**config.mk**
```make
export PLATFORM = sky130hd
export DESIGN_NAME = whot_ram
export DESIGN_NICKNAME = d
export VERILOG_FILES = /design/src/hdl/whot_ram.sv
export SDC_FILE = /design/constraint.sdc
export NUM_CORES = 1
export LEC_CHECK = 0
export BUFFER_PORTS_ARGS = -buffer_cell sky130_fd_sc_hd__buf_4
export CORE_ASPECT_RATIO = 0.9
export CORE_MARGIN = 1.5
export CORE_UTILIZATION = 60
export DETAILED_ROUTE_END_ITERATION = 16
export HOLD_SLACK_MARGIN = 0.06
export PLACE_DENSITY = 0.76
export SETUP_SLACK_MARGIN = 0.2
export SLEW_MARGIN = 40
export SYNTH_ARGS = -nofsm -noshare
export SYNTH_HDL_FRONTEND = slang
export SYNTH_SLANG_ARGS = --single-unit
```
**constraint.sdc**
```tcl
create_clock -name clk -period 4.1 [get_ports clk]
set_input_delay 0.82 -clock clk [delete_from_list [all_inputs] [get_ports clk]]
set_output_delay 0.82 -clock clk [all_outputs]
set_load 0.1 [all_outputs]
```
**src/hdl/whot_ram.sv**
```systemverilog
// ----------------------------------------------------------------------------
// whot_ram
// Generic single write port, single read port RAM with registered read.
// ----------------------------------------------------------------------------
module whot_ram #(
	parameter int WIDTH = 8,
	parameter int DEPTH = 64
) (
	input  logic                                    clk,
	input  logic                                    wr_en,
	input  logic [((DEPTH > 1) ? $clog2(DEPTH) : 1)-1:0] wr_addr,
	input  logic [WIDTH-1:0]                        wr_data,
	input  logic                                    rd_en,
	input  logic [((DEPTH > 1) ? $clog2(DEPTH) : 1)-1:0] rd_addr,
	output logic [WIDTH-1:0]                        rd_data
);

	logic [WIDTH-1:0] mem_q [DEPTH];

	always_ff @(posedge clk) begin
		if (wr_en) begin
			mem_q[wr_addr] <= wr_data;
		end
		if (rd_en) begin
			rd_data <= mem_q[rd_addr];
		end
	end

endmodule

```
==> flow_summary.yaml <==
placed_design:
  dp_hpwl_microns: 25060
  gp_congestion: 0.8144
  portBuffers: 30
route:
  wl_per_cell_microns: 29.26
  vias: 9616
  antenna_left: 0
  viasPerCell: 6.673
  routed_wl_microns: 42170
  drtIter0Drc: 1190
  post-route-drc-count: 0
  drt_pre_antenna_iters: 5
cts:
  htree_levels: 2
  cts_tree: "yes"
  root_buffer: "clkbuf_16"
  cts_sinks: 520
  cts.clk_slew.worst_paths_ns: 0.06
  post_cts_buffers: 0
  cts_buffers: 49
  clockBufferDepth: 3
  clock_latency_ns: 0.56
  hold_buffers: 0
  post_cts_resized: 0
die:
  ios: 31
  dieArea_sq_mm: 0.03486
  die_h_microns: 177.3
  rows: 63
  coreArea_sq_mm: 0.03311
  start_util: 0.6116
  die_w_microns: 196.6
finish:
  ff_latch_area_sq_mm: 0.01562
  area_delta_synth_final_pct: 10.67
  fill_cells: 2024
  multi_input_area_sq_mm: 0.004412
  drive_gt1_frac: 0.2807
  final_core_util: 0.6768
  nNetsFinal: 1009
  diodes: 0
sta:
  rsz0062_at_grt: "false"
  finClkSkew_ns: 0.01731
  finalHoldViolations: 0
  drv_slew: 0
  setup_viol: 0
  period_share: 0.6619
  maxSlewHeadroom: 0.4323
  fin_tns_setup_ns: 0
  fmax_mhz: 368.5
  worst_pin_slew_ns: 0.8485
  post-route-min-period_ns: 2.714
power:
  ir_drop_mv: 0.3521
  p_per_area_mw_per_mm2: 480.1
  p_leak_nw: 6.910
worst_setup_path:
  arrival_ns: 3.02
  startpoint_type: "input pin"
  cp_max_fo: 43
  critical_path.cell_chain: "clkbuf_8 > buf_4 > mux4_2 > mux4_2 > o21ai_0 > nand2_1"
  cp_slowest_stage_delay_ns: 0.54
  cp_common_cell: "mux4_2"
  critPathRequiredTime_ns: 4.41
  criticalPathCategory: "in -> reg"
  critPathTopFamily: "multiplexers"
  critPathBufInv: 2
  crit_path_top_delay_cell: "mux4_2"
  end_kind: "flop"
yosys:
  synth-main-ff-cell: "edfxtp_1"
  synthCells: 940
  syn_nets: 963
  async_flop_share: 0
  synthesis.area_sq_mm: 0.02025
  avgSynthCellArea_sq_um: 21.54
  synth_seq_area_share: 0.7712
  synth-edff-count: 520
  yosysTopAreaCellShare: 0.7712
  synth_cell_types: 39
  ys.warnings.count: 0
  synth_seq_cells: 520
  yosysMostFrequentCell: "edfxtp_1"
  synth_area_leaders: "edfxtp_1, mux4_2, nor2_1"
  yosysTopAreaCell: "edfxtp_1"
  synth_top_cells_by_count: "edfxtp_1, mux4_2, nor2_1"
global_routing:
  grt_overflow_total: 0
  antenna_found_initial: 0
  grt_pass1_vias: 9765
  gr-usage-all-layers: 0.2535
  grt_max_degree: 65
  grt_pass1_wl_microns: 63050
run_status:
  status: "finished, final reports clean"
flow_run:
  cap_viol_max_count: 0
worst_hold_path:
  holdCritPathClass: "in -> reg"
[power by group]
part	total (mW)	switching (mW)	leakage [nW]	internal [mW]
Sequential	5.91	0.0150	4.69	5.90
Clock	4.26	1.82	0.719	2.44
Combinational	0.590	0.384	1.51	0.206
Total	10.8	2.22	6.91	8.54
[per-layer routing]
metal | GRT usage | share of wire
met5 | 0 | 0
met4 | 0.07029 | 0.024
met3 | 0.05088 | 0.093
met2 | 0.3926 | 0.47
met1 | 0.3769 | 0.41
[cells by family (layout without fill, tap and decap cells)]
logic type,after synthesis,in the layout,synth area share
buffers and inverters,51,130,0.01563
DFF,520,520,0.7712
and+or+nand+nor,153,153,0.03374
muxes,162,162,0.1588
AOI/OAI and AO/OA,54,54,0.02064
[final cells by class]
type | instances | area share
Sequential cell | 520 | 0.6969
Multi-Input combinational cell | 369 | 0.1969
Clock buffer | 63 | 0.05707
Tap cell | 422 | 0.02356
Timing Repair Buffer | 46 | 0.01681
Clock inverter | 21 | 0.008767
[flip-flops by register name (all words and copies together), names as in the netlist]
name,cells
mem_q,512
rd_data,8
[metrics by stage]
stage	total power, mW	cell area [sq um]	setup WS (ns)	hold slack (ns)	std cells
floorplan	6.384	20250	1.474	0.7971	940
global placement	6.596	20840	0.7798	0.9200	1357
detailed placement	6.611	20860	0.7522	0.9261	1357
CTS	10.81	22330	1.370	0.5668	1441
global route	11.04	22410	1.233	0.5767	1441
finish	10.76	22410	1.386	0.5903	1441
[path summary, 6_finish.rpt]
| check | slack [ns] | cells past startpoint | from | end |
|---|---|---|---|---|
| setup / recovery | 1.39 | 6 | rd_addr[0] | rd_data[7] |
| hold / removal | 0.59 | 1 | rd_en | rd_data[7] |
| setup reg to reg | 1.90 | 5 | mem_q[29][6] | rd_data[6] |
| hold reg to reg | 0.95 | 4 | mem_q[18][0] | rd_data[0] |
[layout by cell type, fill, tap and decap left out, drive strengths merged, types with 4 or more instances in the layout]
cell and count:
nand2 19, o22ai 8, clkinv 16, mux4 126
a221oi 6, nor3 7, a211oi 4, clkbuf 64
o21ai 4, nor2b 14, nor2 83, nand3 13
nand2b 7, mux2 13, bufinv 4, mux2i 23
o221ai 8, edfxtp 520, buf 45
No activity file was read; power rests on OpenSTA's default activity.
